## src/design/oish_ram.sv

```systemverilog
// Simple dual-port synchronous RAM with a registered read port.
module oish_ram #(
  parameter int WIDTH = 32,
  parameter int DEPTH = 64
) (
  input  logic                     clk,
  input  logic                     we,
  input  logic [$clog2(DEPTH)-1:0] waddr,
  input  logic [WIDTH-1:0]         wdata,
  input  logic [$clog2(DEPTH)-1:0] raddr,
  output logic [WIDTH-1:0]         rdata
);

  logic [WIDTH-1:0] mem [DEPTH];

  // write port
  always_ff @(posedge clk) begin
    if (we) begin
      mem[waddr] <= wdata;
    end
  end

  // registered read port
  always_ff @(posedge clk) begin
    rdata <= mem[raddr];
  end

endmodule

```

## config.mk

```make
export PLATFORM = sky130hd
export DESIGN_NAME = oish_ram
export DESIGN_NICKNAME = d
export VERILOG_FILES = /design/src/design/oish_ram.sv
export SDC_FILE = /design/constraint.sdc
export NUM_CORES = 2
export LEC_CHECK = 0
export BUFFER_PORTS_ARGS = -buffer_cell sky130_fd_sc_hd__buf_2
export CAP_MARGIN = 20
export CORE_UTILIZATION = 60
export CTS_BUF_LIST = sky130_fd_sc_hd__clkbuf_8
export CTS_CLUSTER_DIAMETER = 80
export DETAILED_ROUTE_END_ITERATION = 6
export PLACE_DENSITY = 0.74
export RECOVER_POWER = 50
export SETUP_SLACK_MARGIN = 0.5
export SLEW_MARGIN = 20
export SYNTH_ARGS = -nofsm -noshare
export SYNTH_HDL_FRONTEND = slang
export SYNTH_SLANG_ARGS = --single-unit
export TNS_END_PERCENT = 20
```

## constraint.sdc

```tcl
create_clock -name clk -period 4.05 [get_ports clk]
set_input_delay 0.2025 -clock clk [delete_from_list [all_inputs] [get_ports clk]]
set_output_delay 0.2025 -clock clk [all_outputs]
set_load 0.02 [all_outputs]
```

# After elaboration in Yosys (flattened, before gate mapping)
# Memories as Yosys holds them, arrays and structs flattened. A register that Yosys moved wholly into a read port is not among the register bits.
# Index checks and enable logic that the tools add are counted.
# totals
rom_bits	0
inputBits	46
memories	1
regBits	0
ramBits	2048
elab_cells	3
latchBits	0
out_inout_bits	32
# classes
n_div	0
order_cmp	0
bitwise	0
multipliers	0
reduce_logical	0
muxes	2
addsub	0
n_eq_ne	0
n_shift	0
# memory_table
memory	words	width	read_ports	rd_ports_with_merged_regs	wr	line	text
mem	64	32	1	1	1	14	logic [WIDTH-1:0] mem [DEPTH];
# op_table
op	n
2-to-1 mux 1 bit	2

# Depth between registers and ports, before layout
# logic_depth
word_depth	2
mapped_depth	10
ltp_nobuf	5

# Worst setup path before layout
# No wires, ideal clock.
# synth_path
kind	input port to flip-flop
start	in waddr[3]
end	mem mem[48][0], enable pin
required_ns	3.589
n_path_buf	1
arrival_ns	2.901
path_slack_ns	0.688
setup_time_ns	0.461
path_stages	4
path_cell_list	clkbuf_1 > nor2b_1 > nand4b_1 > nor3_1
# synth_lines
item	line	text
start: declaration	8	input logic [$clog2(DEPTH)-1:0] waddr,
end: declaration	14	
# No word-level cell before the write port.

# Final worst setup path
# layout_path
start	in wdata[21]
end	mem mem[53][21], data pin
# layout_lines
item	line	text
start: declaration	9	input logic [WIDTH-1:0] wdata,
# No word-level cell before the write port.

==> results.json <==
{
  "leakagePower_uw": 0.02788,
  "postLayoutCellArea_sq_um": 88140,
  "power_density_nw_per_um2": 477.9,
  "gr-total-overflow": 0,
  "yosys-top-cells-area": "edfxtp_1 (78%), mux4_2 (16%), mux2i_1 (1.2%)",
  "wl_mm": 190.1,
  "grt_pass1_vias": 38940,
  "cp.required_ns": 4.32,
  "multi_input_area_sq_um": 15910,
  "fin_setup_tns_ns": 0,
  "syn_area_sq_um": 78520,
  "clkSinkCount": 2080,
  "die-area_sq_um": 132300,
  "area_delta_synth_final_pct": 12.26,
  "seqCellArea_sq_um": 62140,
  "vias": 38350,
  "fillers": 7670,
  "synth_top_area_share_pct": 78.33,
  "drive_gt1_share_pct": 29.75,
  "initial_core_util_pct": 60.56,
  "tritoncts": "built",
  "max-slew-margin-rel_pct": -127.1,
  "chipHeight_um": 363.7,
  "ys_seq_elements": 2080,
  "cp-start-kind": "primary input",
  "tightest_slew_ns": 3.407,
  "nets": 3794,
  "synth_nets": 3370,
  "syn_avg_cell_area_sq_um": 23.62,
  "maxCapViolCount": 31,
  "async_flop_share_pct": 0,
  "clk-insertion-delay-late_ns": 0.98,
  "crit_fanout": 64,
  "avgRoutedWirePerCell_um": 33.27,
  "hold_class": "in -> reg",
  "synth_ff_type": "edfxtp_1",
  "cts-root-buf": "clkbuf_8",
  "grt_max_degree": 85,
  "synth-edff-count": 2048,
  "rsz0062_at_grt": "false",
  "drtIter0Drc": 6159,
  "dp_hpwl_mm": 107.5,
  "worstSetupEndpointType": "register",
  "dr.pass1.iters": 6,
  "skew_ns": 0.04568,
  "grt_pass1_wl_mm": 273.0,
  "ios": 78,
  "finalMaxSlewViolations": 2015,
  "clk_pin_slew_worst_paths_ns": 0.06,
  "synth_cells": 3324,
  "placed_cell_area_sq_um": 82090,
  "yosysWarnings": 0,
  "viasPerCell": 6.712,
  "ys_seq_area_share_pct": 79.14,
  "rows": 132,
  "fmax_mhz": 326.5,
  "path_class": "in -> reg",
  "cts.path.max_buffers": 4,
  "fp.dieW_um": 363.7,
  "track_usage_pct": 29.53,
  "synth_top_area_cell": "edfxtp_1",
  "finalSetupViolCount": 0,
  "htree_num_levels": 5,
  "utilization_pct": 67.98,
  "post-route-period-util_pct": 75.63,
  "cts_resized": 0,
  "fin_crit_ns": 3.063,
  "cts_inserted_buffers": 325,
  "yosysUniqueCellTypes": 34,
  "status": "finished with violations",
  "gp_congestion": 0.8335,
  "hold_viol_final": 0,
  "critPathArrivalTime_ns": 3.33,
  "violations": "max-capacitance violations, max-slew violations",
  "antenna_found_initial": 13,
  "ir_drop_v": 0.0002796,
  "io_buffers": 77,
  "drc_errors": 0,
  "core_area_sq_um": 129600,
  "ant_nets": 0
}
==> flip-flops by register name, summed over array words and instances, names as in the netlist <==
register,count
mem,2048
rdata,32
==> stage by stage <==
stage | power, uW | cells | setup WS, ns | hold slack, ns
floorplan | 25550 | 3324 | 0.6877 | 0.3014
global placement | 26530 | 5117 | 0.7653 | 0.6301
detailed placement | 26600 | 5117 | 0.7344 | 0.6370
CTS | 42280 | 5698 | 1.654 | 0.0001996
global route | 43410 | 5711 | 0.9305 | 0.2490
finish | 42120 | 5713 | 0.9868 | 0.2212
==> layout make-up <==
class,instances,share of cell area [%]
Clock buffer,340,5.309
Sequential cell,2080,70.50
Timing Repair Buffer,279,2.470
Multi-Input combinational cell,1062,18.05
Antenna cell,4,0.01136
Clock inverter,206,1.190
Tap cell,1742,2.473
==> logic make-up after synthesis <==
kind of cell	synth area share (%)
compound gates	1.673
mux	16.79
buf+inv	1.128
flops	79.14
simple gates	1.265
==> final timing paths <==
kind                            slack (ns)        from           to  cells after the start
worst min-delay path                  0.22    raddr[2]    rdata[15]                      6
worst max register to register        1.80  mem[23][4]     rdata[4]                      5
worst min register to register        0.81  mem[12][8]     rdata[8]                      4
worst max-delay path                  0.99   wdata[21]  mem[53][21]                      3
==> layout by cell type, fill, tap and decap left out, drive strengths merged, types with 6 or more instances in the layout <==
| master | synthesis | final |
|---|---|---|
| clkinv | 0 | 98 |
| a21oi | 62 | 62 |
| nor3 | 7 | 7 |
| inv | 0 | 94 |
| bufinv | 0 | 8 |
| dfxtp | 32 | 32 |
| nor2 | 137 | 137 |
| clkinvlp | 0 | 6 |
| clkbuf | 74 | 378 |
| a22oi | 12 | 12 |
| edfxtp | 2048 | 2048 |
| mux4 | 544 | 544 |
| a311oi | 8 | 8 |
| o22ai | 84 | 84 |
| nor2b | 15 | 15 |
| nand2b | 8 | 8 |
| mux2i | 93 | 93 |
| dlygate4sd3 | 0 | 45 |
| buf | 108 | 196 |
| nand2 | 26 | 26 |
| o221ai | 27 | 27 |
==> report_power, final <==
group	switching (uW)	internal (uW)	total (uW)
Sequential	109	23900	24000
Clock	7690	8220	15900
Combinational	1400	819	2220
==> worst max-delay path: stages <==
cell           delay [ns]
dlygate4sd3_1        0.59
buf_2                0.13
clkbuf_1             2.32
==> Yosys cell counts, types with 21 or more instances <==
cell and instances:
o22ai_1 84, a21oi_1 62, buf_2 57, nand2_1 26, edfxtp_1 2048, nor2_1 137, o221ai_1 27, dfxtp_1 32
mux2i_1 93, buf_4 25, buf_1 21, mux4_2 544, clkbuf_1 74
==> per-layer routing <==
layer	routed length, um	track usage, %	up-vias
met5	58	0	-
met4	5348	9.092	8
met3	23570	7.310	295
met2	90890	45.70	2596
met1	70230	42.34	20320
li1	-	-	15130
==> timing repair <==
action / 4_1_cts / 5_1_grt
hold endpoints to repair: 1205 / 640
hold buffers: 35 / 10
buffers inserted: 0 / 0
No activity file was read; power rests on OpenSTA's default activity.
