$ cat src/design/oish_div.sv
// Restoring serial divider: 32-bit dividend, narrow divisor, one bit per cycle.
module oish_div #(
  parameter int DW = 7
) (
  input  logic          clk,
  input  logic          rst,
  input  logic          start,
  input  logic [31:0]   dividend,
  input  logic [DW-1:0] divisor,
  output logic          done,
  output logic [31:0]   quotient
);

  logic [DW:0]   rem;
  logic [DW-1:0] dsr;
  logic [5:0]    steps;
  logic          running;
  logic [DW:0]   trial;

  assign trial = {rem[DW-1:0], quotient[31]};

  // one quotient bit per cycle
  always_ff @(posedge clk) begin
    if (rst) begin
      running <= 1'b0;
      done    <= 1'b0;
      steps   <= '0;
    end else begin
      done <= 1'b0;
      if (start) begin
        running  <= 1'b1;
        steps    <= 6'd0;
        rem      <= '0;
        dsr      <= divisor;
        quotient <= dividend;
      end else if (running) begin
        if (trial >= {1'b0, dsr}) begin
          rem <= trial - {1'b0, dsr};
          quotient <= {quotient[30:0], 1'b1};
        end else begin
          rem <= trial;
          quotient <= {quotient[30:0], 1'b0};
        end
        steps <= steps + 6'd1;
        if (steps == 6'd31) begin
          running <= 1'b0;
          done    <= 1'b1;
        end
      end
    end
  end

endmodule

$ cat config.mk
export PLATFORM = sky130hd
export DESIGN_NAME = oish_div
export DESIGN_NICKNAME = d
export VERILOG_FILES = /design/src/design/oish_div.sv
export SDC_FILE = /design/constraint.sdc
export NUM_CORES = 1
export LEC_CHECK = 0
export BUFFER_PORTS_ARGS = -buffer_cell sky130_fd_sc_hd__buf_2
export CORE_ASPECT_RATIO = 1.2
export CORE_MARGIN = 4
export CORE_UTILIZATION = 30
export DETAILED_ROUTE_END_ITERATION = 12
export PLACE_DENSITY = 0.6
export SLEW_MARGIN = 15
export SYNTH_ARGS = -nofsm -noshare
export SYNTH_HDL_FRONTEND = slang
export SYNTH_SLANG_ARGS = --single-unit
$ cat constraint.sdc
create_clock -name clk -period 4 [get_ports clk]
set_input_delay 0.4 -clock clk [delete_from_list [all_inputs] [get_ports clk]]
set_output_delay 0.4 -clock clk [all_outputs]
set_load 0.02 [all_outputs]
# After elaboration in Yosys (flattened, before gate mapping)

Cells that the tools add are included.

Reductions and logical operators: 5
Magnitude comparators: 1
Mux-type cells: 9
Add/subtract/negate cells: 2
Bitwise gates (word level): 2
Equality and inequality tests: 1

Operators with widths:

| cell                                                                  | count |
|---|---|
| 32-bit two-way mux                                                    | 2 |
| 7-bit two-way mux                                                     | 2 |
| 8-bit by 7-bit greater-or-equal comparator with 1-bit output          | 1 |
| 7-bit subtractor                                                      | 1 |
| 6-bit by 1-bit adder with 6-bit output, second input constant         | 1 |
| 6-bit by 5-bit equality test with 1-bit output, second input constant | 1 |
| 1-bit two-way mux                                                     | 5 |
| 2-bit AND reduction                                                   | 2 |
| 3-bit OR reduction                                                    | 1 |
| 1-bit NOT                                                             | 2 |
| 2-bit nonzero test                                                    | 1 |
| 2-bit OR reduction                                                    | 1 |

Output and inout bits: 33
Register bits: 54
Bits of input ports: 42
Logic and storage cells: 26

# Depth between registers and ports, before layout

Depth in word-level cells: 4
Mapped depth: 8
Mapped depth without buffers: 8

# Worst setup path before layout

OpenSTA, ideal clock, no wires.

Path kind: input port to flip-flop
Start: in start
End: reg quotient[0], enable pin
Library setup time: 0.437 ns
Stages: 4
Setup slack: 1.058 ns
Required time: 3.563 ns
Arrival time: 2.505 ns
Path buffers: 2
Path through: clkbuf_1 buf_2 nor2_1 nor2_1

Word-level cells in the longest chain between the ends: 2

Ends and longest elaborated chain:

| item                                 | RTL line | text |
|---|---|---|
| start: declaration                   | 7        | `input logic start,` |
| 2-bit nonzero test (no source line)  | n/a      |  |
| 2-bit AND reduction (no source line) | n/a      |  |
| end signal: assignment               | 35       | `quotient <= dividend;` |
| end signal: assignment               | 39       | `quotient <= {quotient[30:0], 1'b1};` |
| end signal: assignment               | 42       | `quotient <= {quotient[30:0], 1'b0};` |
| end: declaration                     | 11       | `output logic [31:0] quotient` |

No other way between the ends.
A chain may end at the register's enable or synchronous reset.

# Final worst setup path

Start: reg quotient[31]
End: reg rem[0], data pin

Word-level cells in the longest chain between the ends: 3
Elaborated cells on any way between the ends: 4
Classes of those cells: add/sub (1); order compare (1); mux (2)

Ends and longest elaborated chain:

| item                                                                                                    | RTL line | text |
|---|---|---|
| 7-bit subtractor / 8-bit by 7-bit greater-or-equal comparator with 1-bit output (equally long branches) | 38, 37   |  |
| 7-bit two-way mux (*)                                                                                   | 37       | `if (trial >= {1'b0, dsr}) begin` |
| 7-bit two-way mux (*)                                                                                   | 36       | `end else if (running) begin` |
| end signal: assignment                                                                                  | 38       | `rem <= trial - {1'b0, dsr};` |
| end signal: assignment                                                                                  | 41       | `rem <= trial;` |
| end: declaration                                                                                        | 14       | `logic [DW:0] rem;` |

Every way passes the cells marked *; elsewhere a longest branch is shown, timed or not. The select of a mux whose other input is x is not followed.

==> impl_metrics.ini <==
[status]
status = finished clean

[power]
power_frac_seq = 0.516
power.share.switching = 0.258
p_clk_frac = 0.298
power.share.combinational = 0.186
power_density_nw_per_um2 = 405
p_int_uw = 971
power_switching_uw = 337
ir_worst_vdd_uv = 212
p_leak_nw = 1.27

[synthesis]
synthArstFlopShare = 0
synth_edf_count = 46
syn_avg_cell_area_um2 = 13.7
synth-seq-area-share = 0.593
yosys_warnings = 0
syn_area_um2 = 2600
syn_nets = 241
ys.flop_type = edfxtp_1
ys_seq_elements = 54
yosysUniqueCellTypes = 44
synthCells = 190

[clock_network]
cts_buffers = 5
insertion_delay_ns = 0.31
cts_tree = built
htreeDepth = 2
cts_setup_buffers = 0
clockBufferDepth = 2
cts_root_buf = clkbuf_8
clock-sinks = 54
path_clk_slew_ns = 0.10
holdBufCountCts = 0
post_cts_resized = 0

[timing]
timing.fmax_mhz = 460
tightest_slew_ns = 0.788
fin_crit_sh = 0.544
setup_viol = 0
setup_slack_ns = 1.83
finalHoldViolations = 0
grt_setup_unrepaired = false
slew_headroom = 0.473
fin_crit_ns = 2.17
tns_ns = 0
finalMaxSlewViolations = 0
skew_ns = 0.00859

[layout]
area_growth_syn_to_layout_pct = 24.4
finish.instance_area_um2 = 3230
nets = 316
antenna_cells = 0
drive_gt1_frac = 0.417
fin_cells = 380
postLayoutCoreUtil = 0.390

[worst_setup_path]
start_kind = flip-flop
crit_path_end_kind = flip-flop
crit_fanout = 6
r2r_slack_ns = 1.83
rr_worst_depth = 8
crit_arrival_ns = 2.31
cp.required_ns = 4.13
crit_type = reg -> reg

[place]
dp_worst_setup_slack_ns = 1.81
gp_congestion = 0.777
dp.cells = 371
place_area_um2 = 3080
dp_hpwl_um = 3900
place.port_buffers = 74

[detailed_routing]
wl_um = 5330
detail-route-antenna-nets = 0
avgRoutedWirePerCell_um = 14.0
drt-initial-drc-count = 103
via_per_inst = 4.59
drc = 0
num_vias = 1743
dr.pass1.iters = 4

[run]
maxCapViolations = 0

[floorplanning]
dieArea_um2 = 10200
die_w_um = 92.9
core_um2 = 8290
initial_core_util = 0.313
pin_count = 75
die_h_um = 110
core.rowCount = 36

[global_route]
overflow = 0
grt_pass1_wl_um = 8400
grtUsageTotal = 0.105
grt_max_degree = 42
first_global_vias = 1763
antenna_found_initial = 0

[worst_hold_path]
hold_depth = 1
hold_path_class = in -> reg
## cell usage in the layout (no fill, tap or decap), drive strengths merged, types with 6 or more instances in the layout
| cell type | instances |
|---|---|
| buf | 76 |
| edfxtp | 46 |
| mux2 | 32 |
| inv | 12 |
| nor2 | 10 |
| ha | 8 |
| dfxtp | 8 |
| a21oi | 8 |
| o21ai | 7 |
| clkbuf | 6 |
## flip-flops by register name, summed over array words and instances (netlist names)
signal	flops
rem	7
quotient	32
dsr	7
running	1
steps	6
done	1
## power by group through the flow
| stage | sequential [mW] | clock, mW | combinational (mW) |
|---|---|---|---|
| 2_1_floorplan | 0.711 | 0 | 0.148 |
| 3_3_place_gp | 0.689 | 0 | 0.237 |
| 3_5_place_dp | 0.689 | 0 | 0.241 |
| 4_1_cts | 0.677 | 0.406 | 0.241 |
| 5_1_grt | 0.679 | 0.428 | 0.267 |
| 6_report | 0.675 | 0.390 | 0.243 |
## worst paths after layout
check / start / endpoint
worst max register to register: quotient[31] / rem[0]
worst min register to register: steps[5] / done
worst min-delay path: divisor[6] / dsr[6]
worst max-delay path: quotient[31] / rem[0]
## cell families (layout without fill, tap and decap cells)
family / after synthesis / after routing / share of synthesized area
fa+ha+maj: 9 / 9 / 0.0462
mux: 35 / 35 / 0.150
compound gates: 28 / 28 / 0.0790
flops: 54 / 54 / 0.593
xor+xnor: 6 / 6 / 0.0202
buf+inv: 19 / 95 / 0.0328
simple gates: 39 / 39 / 0.0780
## cell usage after synthesis (2+ instances only)
library cell	number	area [µm²]
buf_2	5	25.0
edfxtp_1	46	1380
xnor2_1	3	26.3
mux2_1	14	158
mux2i_1	3	30.0
or3_1	2	12.5
nand2_1	4	15.0
o21ai_0	2	10.0
dfxtp_1	8	160
o21ai_1	4	20.0
nor3_1	5	25.0
ha_1	8	100
nand3_1	5	25.0
o21a_1	2	15.0
nor2_1	9	33.8
a21oi_1	7	35.0
o31a_1	2	17.5
xor2_1	3	26.3
nand4_1	4	25.0
inv_1	10	37.5
nor2b_1	2	12.5
a211oi_1	2	15.0
clkbuf_1	2	7.51
mux2_2	18	203
## layout make-up
| class | count | area [µm²] |
|---|---|---|
| clock buffer | 6 | 82.6 |
| clock inverter | 2 | 38.8 |
| fill | 843 | 5060 |
| inverter | 11 | 41.3 |
| multi-input combinational | 117 | 978 |
| sequential | 54 | 1540 |
| tap | 114 | 143 |
| timing repair buffer | 76 | 405 |
## critical path, cell delays in order (launching register included)
cell,delay (ns)
edfxtp_1,0.38
inv_1,0.05
ha_1,0.22
fa_1,0.40
nand2b_1,0.17
o2bb2ai_2,0.17
a31oi_2,0.28
nor3_1,0.09
a211oi_1,0.24
## per-stage QoR
stage / power, mW / hold WS (ns)
5_1_grt: 1.37 / 0.240
6_report: 1.31 / 0.263
3_3_place_gp: 0.926 / 0.495
2_1_floorplan: 0.859 / 0.434
3_5_place_dp: 0.929 / 0.495
4_1_cts: 1.32 / 0.244
## routing by layer
layer / global-route usage / vias up / share of wire
met2: 0.180 / 53 / 0.48
met3: 0.0322 / 6 / 0.064
met5: 0 / - / 0
li1: - / 867 / -
met4: 0.0346 / 0 / 0.013
met1: 0.127 / 817 / 0.44
(Power assumes the default switching activity.)
